<file path="config.mk">
export PLATFORM = sky130hd
export DESIGN_NAME = utf8_stream_decoder_core
export DESIGN_NICKNAME = d
export VERILOG_FILES = /design/src/sv/usd_pkg.sv /design/src/sv/utf8_stream_decoder_core.sv /design/src/sv/usd_decode.sv /design/src/sv/usd_rsp_queue.sv
export SDC_FILE = /design/constraint.sdc
export NUM_CORES = 1
export LEC_CHECK = 0
export BUFFER_PORTS_ARGS = -buffer_cell sky130_fd_sc_hd__buf_4
export CAP_MARGIN = 20
export CORE_UTILIZATION = 57
export DETAILED_ROUTE_END_ITERATION = 6
export PLACE_DENSITY = 0.75
export SETUP_SLACK_MARGIN = 0.02
export SKIP_LAST_GASP = 1
export SYNTH_ARGS = -nofsm -noshare
export SYNTH_HDL_FRONTEND = slang
export SYNTH_SLANG_ARGS = --single-unit
</file>
<file path="constraint.sdc">
create_clock -name clock -period 5.1 [get_ports clock]
set_input_delay 1.02 -clock clock [delete_from_list [all_inputs] [get_ports clock]]
set_output_delay 1.02 -clock clock [all_outputs]
set_load 0.02 [all_outputs]
</file>
<file path="src/sv/usd_pkg.sv">
// shared types, status codes and decode helpers for the utf8 stream decoder
// no dependencies; used by usd_decode, usd_rsp_queue and utf8_stream_decoder_core
`timescale 1ns / 1ps
`default_nettype none

package usd_pkg;

   // longest sequence a lead byte may announce
   localparam int MAX_SEQ_BYTES = 6;

   // result queue depth, at least two
   localparam int RSP_QUEUE_DEPTH_DEF = 4;

   localparam logic [30:0] REPLACEMENT_CHAR = 31'h0000FFFD;

   localparam logic [2:0] STATUS_OK        = 3'd0;
   localparam logic [2:0] STATUS_INVALID   = 3'd1;
   localparam logic [2:0] STATUS_BAD       = 3'd2;
   localparam logic [2:0] STATUS_SURROGATE = 3'd3;
   localparam logic [2:0] STATUS_NONCHAR   = 3'd4;
   localparam logic [2:0] STATUS_OVERLONG  = 3'd5;

   typedef struct packed {
      logic [2:0]  expected_length;
      logic [2:0]  bytes_seen;
      logic [30:0] accumulator;
   } dec_state_type;

   typedef struct packed {
      logic [30:0] code_point;
      logic [2:0]  result_status;
      logic        last_of_run;
   } result_type;

   // count of leading ones in a byte
   function automatic logic [3:0] lead_ones(input logic [7:0] b);
      logic [3:0] n;
      unique casez (b)
         8'b0???????: n = 4'd0;
         8'b10??????: n = 4'd1;
         8'b110?????: n = 4'd2;
         8'b1110????: n = 4'd3;
         8'b11110???: n = 4'd4;
         8'b111110??: n = 4'd5;
         8'b1111110?: n = 4'd6;
         8'b11111110: n = 4'd7;
         default:     n = 4'd8;
      endcase
      return n;
   endfunction

   // shortest encoding length for a code point
   function automatic logic [2:0] minimal_length(input logic [30:0] cp);
      logic [2:0] len;
      if (cp < 31'h80)
         len = 3'd1;
      else if (cp < 31'h800)
         len = 3'd2;
      else if (cp < 31'h10000)
         len = 3'd3;
      else if (cp < 31'h200000)
         len = 3'd4;
      else if (cp < 31'h4000000)
         len = 3'd5;
      else
         len = 3'd6;
      return len;
   endfunction

   // checks a finished sequence: range, surrogate, noncharacter, overlong
   function automatic logic [2:0] classify(input logic [30:0] cp, input logic [2:0] len);
      logic [2:0] st;
      if (cp > 31'h10FFFF)
         st = STATUS_BAD;
      else if (cp >= 31'hD800 && cp <= 31'hDFFF)
         st = STATUS_SURROGATE;
      else if ((cp >= 31'hFDD0 && cp <= 31'hFDEF) || cp[15:1] == 15'h7FFF)
         st = STATUS_NONCHAR;
      else if (minimal_length(cp) < len)
         st = STATUS_OVERLONG;
      else
         st = STATUS_OK;
      return st;
   endfunction

endpackage

`default_nettype wire

</file>
<file path="src/sv/utf8_stream_decoder_core.sv">
// utf8 stream decoder: sequence state registers, decode step and result queue
// depends on usd_pkg, usd_decode and usd_rsp_queue
//
// Takes one byte of original UTF-8 per beat (sequences of up to six bytes,
// code points up to 31 bits) and returns decoded code points with a status:
// ok, invalid sequence, above 0x10FFFF, surrogate, noncharacter or overlong.
// Flagged sequences still carry their decoded value; invalid ones carry
// 0xFFFD. A byte that breaks an armed sequence gives an invalid result and is
// then decoded fresh, so one byte can give two results; last_of_run marks the
// final result of each byte. Input bytes are taken one per cycle: the whole
// decode of a byte is one combinational step from the sequence state
// registers into the result queue, so req_ready only drops when the result
// queue lacks room for two entries. Results leave at one per cycle while
// rsp_ready is high, so a byte that gives two results takes two output beats.
// The results of an accepted byte are written into the result queue registers.
`timescale 1ns / 1ps
`default_nettype none

module utf8_stream_decoder_core #(
   parameter int RSP_QUEUE_DEPTH = usd_pkg::RSP_QUEUE_DEPTH_DEF
) (
   input  wire logic        clock,
   input  wire logic        reset,
   // byte input channel
   input  wire logic        req_valid,
   output logic             req_ready,
   input  wire logic [7:0]  req_in_byte,
   // result channel
   output logic             rsp_valid,
   input  wire logic        rsp_ready,
   output logic [30:0]      rsp_code_point,
   output logic [2:0]       rsp_result_status,
   output logic             rsp_last_of_run
);

   // sequence state: armed length, bytes taken, partial code point
   usd_pkg::dec_state_type state_ff, state_in;
   usd_pkg::dec_state_type step_state;
   usd_pkg::result_type    step_res0, step_res1;
   usd_pkg::result_type    head;
   logic [1:0]             step_count;
   logic [1:0]             push_count;
   logic                   req_beat;
   logic                   rsp_beat;
   logic                   room_for_two;

   assign req_ready = room_for_two;
   assign req_beat  = req_valid && req_ready;
   assign rsp_beat  = rsp_valid && rsp_ready;

   usd_decode u_decode (
      .cur_state (state_ff),
      .in_byte   (req_in_byte),
      .nxt_state (step_state),
      .res0      (step_res0),
      .res1      (step_res1),
      .res_count (step_count)
   );

   // results only go in on an accepted beat
   assign push_count = req_beat ? step_count : 2'd0;

   always_comb begin
      state_in = state_ff;
      if (req_beat)
         state_in = step_state;
   end

   // control fields reset; accumulator is payload
   always_ff @(posedge clock) begin
      if (reset) begin
         state_ff.expected_length <= 3'd0;
         state_ff.bytes_seen      <= 3'd0;
      end else begin
         state_ff.expected_length <= state_in.expected_length;
         state_ff.bytes_seen      <= state_in.bytes_seen;
      end
      state_ff.accumulator <= state_in.accumulator;
   end

   usd_rsp_queue #(
      .DEPTH (RSP_QUEUE_DEPTH)
   ) u_rsp_queue (
      .clock        (clock),
      .reset        (reset),
      .push_count   (push_count),
      .push0        (step_res0),
      .push1        (step_res1),
      .room_for_two (room_for_two),
      .pop          (rsp_beat),
      .head_valid   (rsp_valid),
      .head         (head)
   );

   assign rsp_code_point    = head.code_point;
   assign rsp_result_status = head.result_status;
   assign rsp_last_of_run   = head.last_of_run;

   // an armed sequence always has its lead byte counted and is not yet full
   a_state_consistent: assert property (@(posedge clock) disable iff (reset)
      state_ff.expected_length != 3'd0 |->
         state_ff.bytes_seen != 3'd0 && state_ff.bytes_seen < state_ff.expected_length)
      else $error("armed sequence with bad byte count");

   a_idle_no_count: assert property (@(posedge clock) disable iff (reset)
      state_ff.expected_length == 3'd0 |-> state_ff.bytes_seen == 3'd0)
      else $error("byte count held with no sequence armed");

   a_length_limit: assert property (@(posedge clock) disable iff (reset)
      state_ff.expected_length <= 3'(usd_pkg::MAX_SEQ_BYTES))
      else $error("armed length beyond limit");

   // the second result of a byte is queued together with the first
   a_run_continues: assert property (@(posedge clock) disable iff (reset)
      rsp_beat && !rsp_last_of_run |=> rsp_valid)
      else $error("run ended without its final result");

   a_invalid_replacement: assert property (@(posedge clock) disable iff (reset)
      rsp_valid && rsp_result_status == usd_pkg::STATUS_INVALID |->
         rsp_code_point == usd_pkg::REPLACEMENT_CHAR)
      else $error("invalid result without replacement character");

endmodule

`default_nettype wire

</file>
<file path="src/sv/usd_decode.sv">
// one decode step: current sequence state and one byte in, next state and
// up to two results out; purely combinational, uses usd_pkg
`timescale 1ns / 1ps
`default_nettype none

module usd_decode (
   input  var usd_pkg::dec_state_type cur_state,
   input  wire logic [7:0]            in_byte,
   output usd_pkg::dec_state_type     nxt_state,
   output usd_pkg::result_type        res0,
   output usd_pkg::result_type        res1,
   output logic [1:0]                 res_count
);

   logic [3:0]                lead_n;
   logic                      fresh_lead;
   logic                      armed;
   logic                      is_cont;
   logic [30:0]               acc_shift;
   logic [2:0]                seen_inc;
   logic [7:0]                lead_mask;
   usd_pkg::result_type       fresh_res;

   assign lead_n     = usd_pkg::lead_ones(in_byte);
   assign fresh_lead = (lead_n >= 4'd2) && (lead_n <= 4'(usd_pkg::MAX_SEQ_BYTES));
   assign armed      = (cur_state.expected_length != 3'd0) &&
                       (cur_state.bytes_seen < cur_state.expected_length);
   assign is_cont    = (in_byte[7:6] == 2'b10);
   assign acc_shift  = {cur_state.accumulator[24:0], in_byte[5:0]};
   assign seen_inc   = cur_state.bytes_seen + 3'd1;
   assign lead_mask  = 8'hFF >> (lead_n + 4'd1);

   // ascii passes through, any other non-lead byte is replaced
   always_comb begin
      if (!in_byte[7]) begin
         fresh_res.code_point    = {23'd0, in_byte};
         fresh_res.result_status = usd_pkg::STATUS_OK;
      end else begin
         fresh_res.code_point    = usd_pkg::REPLACEMENT_CHAR;
         fresh_res.result_status = usd_pkg::STATUS_INVALID;
      end
      fresh_res.last_of_run = 1'b1;
   end

   always_comb begin
      nxt_state = cur_state;
      res0      = fresh_res;
      res1      = fresh_res;
      res_count = 2'd0;
      if (armed && is_cont) begin
         nxt_state.accumulator = acc_shift;
         if (seen_inc == cur_state.expected_length) begin
            nxt_state.expected_length = 3'd0;
            nxt_state.bytes_seen      = 3'd0;
            res0.code_point    = acc_shift;
            res0.result_status = usd_pkg::classify(acc_shift, cur_state.expected_length);
            res0.last_of_run   = 1'b1;
            res_count          = 2'd1;
         end else begin
            nxt_state.bytes_seen = seen_inc;
         end
      end else begin
         nxt_state.expected_length = 3'd0;
         nxt_state.bytes_seen      = 3'd0;
         // broken sequence reports first, then the byte starts fresh
         if (armed) begin
            res0.code_point    = usd_pkg::REPLACEMENT_CHAR;
            res0.result_status = usd_pkg::STATUS_INVALID;
            res0.last_of_run   = 1'b0;
         end
         if (fresh_lead) begin
            nxt_state.expected_length = lead_n[2:0];
            nxt_state.bytes_seen      = 3'd1;
            nxt_state.accumulator     = {23'd0, in_byte & lead_mask};
            if (armed) begin
               res0.last_of_run = 1'b1;
               res_count        = 2'd1;
            end
         end else if (armed) begin
            res_count = 2'd2;
         end else begin
            res_count = 2'd1;
         end
      end
   end

endmodule

`default_nettype wire

</file>
<file path="src/sv/usd_rsp_queue.sv">
// result queue: takes up to two results a cycle, hands out one a cycle on each pop
// uses usd_pkg for the result type
`timescale 1ns / 1ps
`default_nettype none

module usd_rsp_queue #(
   parameter int DEPTH = usd_pkg::RSP_QUEUE_DEPTH_DEF
) (
   input  wire logic                clock,
   input  wire logic                reset,
   input  wire logic [1:0]          push_count,
   input  var usd_pkg::result_type  push0,
   input  var usd_pkg::result_type  push1,
   output logic                     room_for_two,
   input  wire logic                pop,
   output logic                     head_valid,
   output usd_pkg::result_type      head
);

   localparam int PTR_W = (DEPTH > 1) ? $clog2(DEPTH) : 1;
   localparam int CNT_W = $clog2(DEPTH + 1);

   usd_pkg::result_type entry_ff [DEPTH];
   logic [PTR_W-1:0]    wr_ptr_ff, wr_ptr_in;
   logic [PTR_W-1:0]    rd_ptr_ff, rd_ptr_in;
   logic [CNT_W-1:0]    count_ff, count_in;
   logic [PTR_W-1:0]    wr_ptr_p1;

   function automatic logic [PTR_W-1:0] ptr_next(input logic [PTR_W-1:0] p);
      logic [PTR_W-1:0] n;
      if (p == PTR_W'(DEPTH - 1))
         n = '0;
      else
         n = p + PTR_W'(1);
      return n;
   endfunction

   assign wr_ptr_p1    = ptr_next(wr_ptr_ff);
   assign head_valid   = (count_ff != '0);
   assign head         = entry_ff[rd_ptr_ff];
   assign room_for_two = (count_ff <= CNT_W'(DEPTH - 2));

   always_comb begin
      wr_ptr_in = wr_ptr_ff;
      rd_ptr_in = rd_ptr_ff;
      if (push_count == 2'd1)
         wr_ptr_in = wr_ptr_p1;
      else if (push_count == 2'd2)
         wr_ptr_in = ptr_next(wr_ptr_p1);
      if (pop)
         rd_ptr_in = ptr_next(rd_ptr_ff);
      count_in = count_ff + CNT_W'(push_count) - CNT_W'(pop);
   end

   always_ff @(posedge clock) begin
      if (reset) begin
         wr_ptr_ff <= '0;
         rd_ptr_ff <= '0;
         count_ff  <= '0;
      end else begin
         wr_ptr_ff <= wr_ptr_in;
         rd_ptr_ff <= rd_ptr_in;
         count_ff  <= count_in;
      end
   end

   always_ff @(posedge clock) begin
      if (push_count != 2'd0)
         entry_ff[wr_ptr_ff] <= push0;
      if (push_count == 2'd2)
         entry_ff[wr_ptr_p1] <= push1;
   end

endmodule

`default_nettype wire
</file>
Yosys cells after proc, flatten, opt, wreduce, memory -nomap -nowiden
Memories as Yosys holds them, arrays and structs flattened. A register that Yosys moved wholly into a read port is not among the register bits.
Index checks and enable logic that the tools add are counted.
{"block": "word_totals", "output_inout_bits": 37, "n_memories": 1, "ramBits": 140, "ff_bits": 38, "in_bits": 12}
{"block": "op_classes", "eq_ne": 15, "n_lt_le_gt_ge": 15, "shift": 1, "addsub": 7, "reduce_logical": 15, "mux": 42, "bitwise": 2}
{"name": "u_rsp_queue.entry_ff", "depth": 4, "word_bits": 35, "read_ports": 1, "rd_clocked_by_memory_dff": 1, "wr": 2, "line": "usd_rsp_queue.sv:23", "source": "usd_pkg::result_type entry_ff [DEPTH];"}
{"operator": "$mux 37", "count": 2}
{"operator": "$mux 35", "count": 2}
{"operator": "$ge 31x16->1 const B", "count": 2}
{"operator": "$le 31x16->1 const B", "count": 2}
{"operator": "$mux 3", "count": 15}
{"operator": "$pmux 4 s8", "count": 1}
{"operator": "$gt 31x21->1 const B", "count": 1}
{"operator": "$lt 31x12->1 const B", "count": 1}
{"operator": "$lt 31x17->1 const B", "count": 1}
{"operator": "$lt 31x22->1 const B", "count": 1}
{"operator": "$lt 31x27->1 const B", "count": 1}
{"operator": "$lt 31x8->1 const B", "count": 1}
{"operator": "$mux 2", "count": 12}
{"operator": "$mux 20", "count": 1}
{"operator": "$mux 19", "count": 1}
{"operator": "$eq 15x15->1 const B", "count": 1}
{"operator": "$eq 2x2->1 const B", "count": 5}
{"operator": "$and 8x8->8", "count": 1}
{"operator": "$eq 8x8->1 const B", "count": 1}
{"operator": "$mux 1", "count": 8}
{"operator": "$shr 8x4->8 const A", "count": 1}
{"operator": "$eq 7x7->1 const B", "count": 1}
{"operator": "$logic_and 1x1->1", "count": 7}
{"operator": "$add 2x1->2 const B", "count": 3}
{"operator": "other kinds (20)", "count": 25}

Longest topological paths before layout
{"block": "depth", "word_depth": 18, "mapped_depth": 23}

Cells and area by module
A second synthesis with hierarchy kept.
{"block": "hier_totals", "cells_unflattened": 742, "area_unflattened_um2": 10104.7}
{"module": "usd_rsp_queue", "cells_per_inst": 397, "instances": 1, "area_each_um2": 7258.2}
{"module": "usd_decode", "cells_per_inst": 284, "instances": 1, "area_each_um2": 1624.1}
{"module": "utf8_stream_decoder_core", "cells_per_inst": 61, "instances": 1, "area_each_um2": 1222.4}

Least setup slack after synthesis
Ideal clock, no wire load.
{"block": "synth_path", "path_kind": "input-to-reg", "startpoint": "input req_in_byte[0]", "endpoint": "memory u_rsp_queue.entry_ff[2][6] (netlist name) (data pin)", "path_stages": 22, "arrival_ps": 4379, "setup_slack_ps": 452, "t_required_ps": 4831, "cell_sequence": "clkbuf_1 > nand2b_1 > a21boi_0 > o21ai_0 > a21boi_0 > inv_1 > ha_1 > nand2_1 > o21ai_0 > inv_1 > ha_1 > nor2_1 > nor2_1 > inv_1 > ha_1 > buf_2 > nand2_1 > and3b_1 > clkbuf_1 > a21oi_1 > clkbuf_1 > o21ai_0"}
{"item": "from (decl)", "line": "utf8_stream_decoder_core.sv:27", "source": "input wire logic [7:0] req_in_byte,"}
{"item": "to (decl)", "line": "usd_rsp_queue.sv:23"}

==> results <==
- The flow ran to the end, and the final reports show no timing, DRC or antenna violations.
- For this run, design rule violations remaining after detail routing come to 0.
- The initial core utilization is ~60%.
- Measured against its own limit, the worst slew margin works out to roughly two fifths.
- The worst path buffer plus inverter count is 5.
- The critical path depth is 20.
- The fmax is between 200 and 250 MHz.
- The cell type group with the largest total delay on the critical path is compound AO/OA/AOI/OAI gates.
- The repair_antennas step left the layout with diodes totalling 0.
- The sequential cell area fraction in the yosys report is a little under three fifths.
- Of all flip-flops after synthesis, the portion carrying an async set or reset was 0%.
- The post-synthesis cell type count is 62.
- The number of global-route vias before repair is 5911.
- The CTS tree is built.
- In the final timing run, aggregate negative setup slack is 0 ns.
- In the routed layout, each cell is associated on average with a via count of around 6.4.
- The worst-path cell with the longest stage delay is ha_1.
- The net switching fraction of the power is approximately 29%.
- The main flop type after synthesis is edfxtp_1.
- The path class of the tightest hold or removal check is flop to flop.
- The analysis attributes to net switching a power of about 1000 uW.
- The die area is ~15000 um2.
- For the finished layout, the period the worst path requires is between 4 and 5 ns.
- Setup violations remaining at the end of the flow were counted as 0.
- Detailed placement ended at an HPWL of 12900 um.
- The placeable core area is 14000 um2.
- In this run, synthesis inferred a little over 90 flip-flops with an integrated enable.
- The number of buffers on the longest clock path is 2.
- The weighted congestion at the end of routability-driven global placement is about 0.9.
- The max-slew violation count is 0.
- In the final layout, the multi-input gates occupy roughly 3400 um2.
- The number of nets handed over by synthesis was a little over 700.
- The number of max-capacitance violations reported is 0.
- The maximum fanout along the worst path is 18.
- Setup repair after global routing left no endpoint under its margin.
- Across every metal layer, demand over resource in global routing totals 27.9%.
- The internal power contribution is approximately 2600 uW.
- STA classifies the critical path endpoint as a flop.
- The mapped netlist covers just over 8000 um2.
- After the flow finishes, the layout carries non-filler instances totaling ~900.
- The synthesized instance count is slightly below 700.
- The pre-antenna-repair detailed-routing pass consisted of 5 iterations.
- The number of top-level pins is between 40 and 50.
- For this run, the post-layout net count is 757.
- The clock share of power is approximately 33%.
- At the pin with the least slew margin, the transition time is 0.904 ns.
- The critical path goes through buf_4 -> nand2b_1 -> a21boi_0 -> o21ai_0 -> a21boi_0 -> inv_1 -> ha_1 -> nand2_1 -> o21ai_0 -> inv_1 -> ha_1 -> nor2_1 -> nor2_1 -> inv_1 -> ha_1 -> nand2_1 -> and3b_1 -> a21oi_1 -> inv_1 -> o22a_1.
- The final-report hold violation count is 0.
- The clock transition time at the flip-flop clock pins of the worst setup and hold paths is roughly 0.07 ns.
- Dividing the detail-routed wire length by the instance count gives between 20 and 25 um.
- The DRC violation total after the first TritonRoute iteration is approximately 740.
- Per report_power, the combinational group accounts for between 10% and 20% of the total.
- The worst hold path stage count is 2.
- Buffers inserted to repair hold after CTS numbered 0.
- The number of CTS-inserted buffers is 17.
- The area occupied by registers is about 4500 um2.
- The root buffer cell is clkbuf_16.
- The critical path startpoint category is a primary input.
- The most used cell along the critical path is inv_1.
- The number of fillers in the final layout is roughly 1100.
- The clock skew is roughly 0.014 ns.
- The areal power density over the cells is around 390 nW/um2.
- The portion of total power attributed to sequential cells is 48.0%.
- By startpoint and endpoint, the worst setup path is classified as primary input to flop.
- The number of nets with antenna violations after routing is 0.
- The aggregate global routing overflow is 0.
- The number of cells on the worst reg-to-reg path is 14.
- The critical path arrival is ~4.9 ns.
- The clock insertion delay at the later pin of the skew report is about 0.43 ns.
- The per-instance average area after synthesis is 12.2 um2.
- The floorplan has between 40 and 50 rows.
- The most common cell after layout, fill and taps aside is edfxtp_1.
- The height of the chip is roughly 120 um.
- The fraction of final layout cells with drive strength greater than 1 is 20.6%.
- From synthesis to final layout, the design area changed by 13.0%.
- The initial antenna violation count is 0.
- Entering global routing, the biggest net connects 26 pins.
- CTS built an H-tree with a depth of 4.
- The number of gates resized after CTS was 0.
- The floorplan step set the die width to about 120 um.
- The wire length reported by the detailed router is about 19000 um.
- The number of synthesized register bits is between 150 and 200.
- The Yosys step of the flow raised 0 warnings.
- The worst IR drop on VDD is 0.000368 V.
- The cell leakage power is 0.00341 uW.
- In this run the tool buffered the top-level ports with 48 buffer cells.
- The top cell types in the final layout, fill and taps aside, are edfxtp_1, dfxtp_1, o21ai_0.
- The global-route wire length before repair is 30900 um.
- The period utilization is 89.0%.
- Counting tap cells, the placed design contains a total of approximately 900 instances.
- The endpoint required time on the critical path is around 5.4 ns.
- The number of vias after detailed routing is between 5000 and 6000.
- The CTS sink count is 180.
- The delay of the slowest cell on the worst path is about 0.4 ns.
- The total setup buffers inserted after CTS is 0.
[power by group through the flow]
stage | Clock [uW] | Sequential, uW | Combinational [uW]
final | 1170 | 1720 | 700
after global routing | 1240 | 1730 | 758
after CTS | 1180 | 1720 | 704
after detailed placement | 0 | 1750 | 699
after global placement | 0 | 1740 | 680
after floorplan | 0 | 1690 | 510
[layer usage]
layer  track usage (%)  routed length [um]
met5                 0                   0
met4              10.7                 476
met3              6.41                1400
met2              44.3                9260
met1              37.2                8130
[final cells by class]
| cell class | count | area share [%] |
|---|---|---|
| Clock inverter | 12 | 0.901 |
| Sequential cell | 180 | 48.8 |
| Tap cell | 180 | 2.42 |
| Clock buffer | 20 | 4.69 |
| Inverter | 20 | 0.807 |
| Timing Repair Buffer | 66 | 5.46 |
| Multi-Input combinational cell | 434 | 37.0 |
[cell usage after synthesis (9+ instances only)]
cell type	number	share of area (%)
clkbuf_1	29	1.3
nand3_1	10	0.61
a21oi_1	21	1.3
a22o_1	60	6.4
o21ai_0	76	4.6
edfxtp_1	93	34
dfxtp_1	87	21
mux4_2	35	9.6
ha_1	25	3.8
inv_1	20	0.91
and2_1	27	2.1
nor3_1	9	0.55
nor2_1	31	1.4
nand2_1	49	2.2
[cells by family after synthesis]
kind of cell	count (synthesis)	synth area share (%)
DFF	180	55.1
AOI/OAI and AO/OA	192	15.6
muxes	38	9.95
buffers and inverters	63	3.22
adders and majority gates	26	4.04
xor gates and xnor gates	7	0.927
and+or+nand+nor	171	11.2
[final timing paths]
| path | slack [ns] | start | end |
|---|---|---|---|
| worst min register to register | 0.46 | u_rsp_queue.entry_ff[1][2] | u_rsp_queue.entry_ff[1][2] |
| worst min-delay path | 0.46 | u_rsp_queue.entry_ff[1][2] | u_rsp_queue.entry_ff[1][2] |
| worst max-delay path | 0.56 | req_in_byte[0] | u_rsp_queue.entry_ff[2][0] |
| worst max register to register | 1.20 | state_ff[35] | u_rsp_queue.entry_ff[2][13] |
[stage by stage]
step                hold slack [ns]  worst slack [ns]  power [uW]  area, um2  utilization (%)
floorplan                     0.420             0.452        2200       8230                -
global placement              0.430             0.362        2420       8770             62.7
CTS                           0.460             0.600        3600       9300             66.4
global route                  0.481            0.0874        3730       9300             66.5
detailed placement            0.445            0.0751        2450       8770             62.7
finish                        0.465             0.562        3590       9300             66.5
[registers in the layout (all words and copies together), names as in the netlist, named ones only]
| name | flops |
|---|---|
| state_ff | 31 |
| u_rsp_queue.count_ff | 3 |
| u_rsp_queue.entry_ff | 140 |
| u_rsp_queue.rd_ptr_ff | 2 |
| u_rsp_queue.wr_ptr_ff | 2 |
[worst min-delay path, stage by stage, from the launching register on]
cell	delay, ns
dfxtp_1	0.32
nand2_1	0.04
o21ai_0	0.06
No activity file was read; power rests on OpenSTA's default activity.
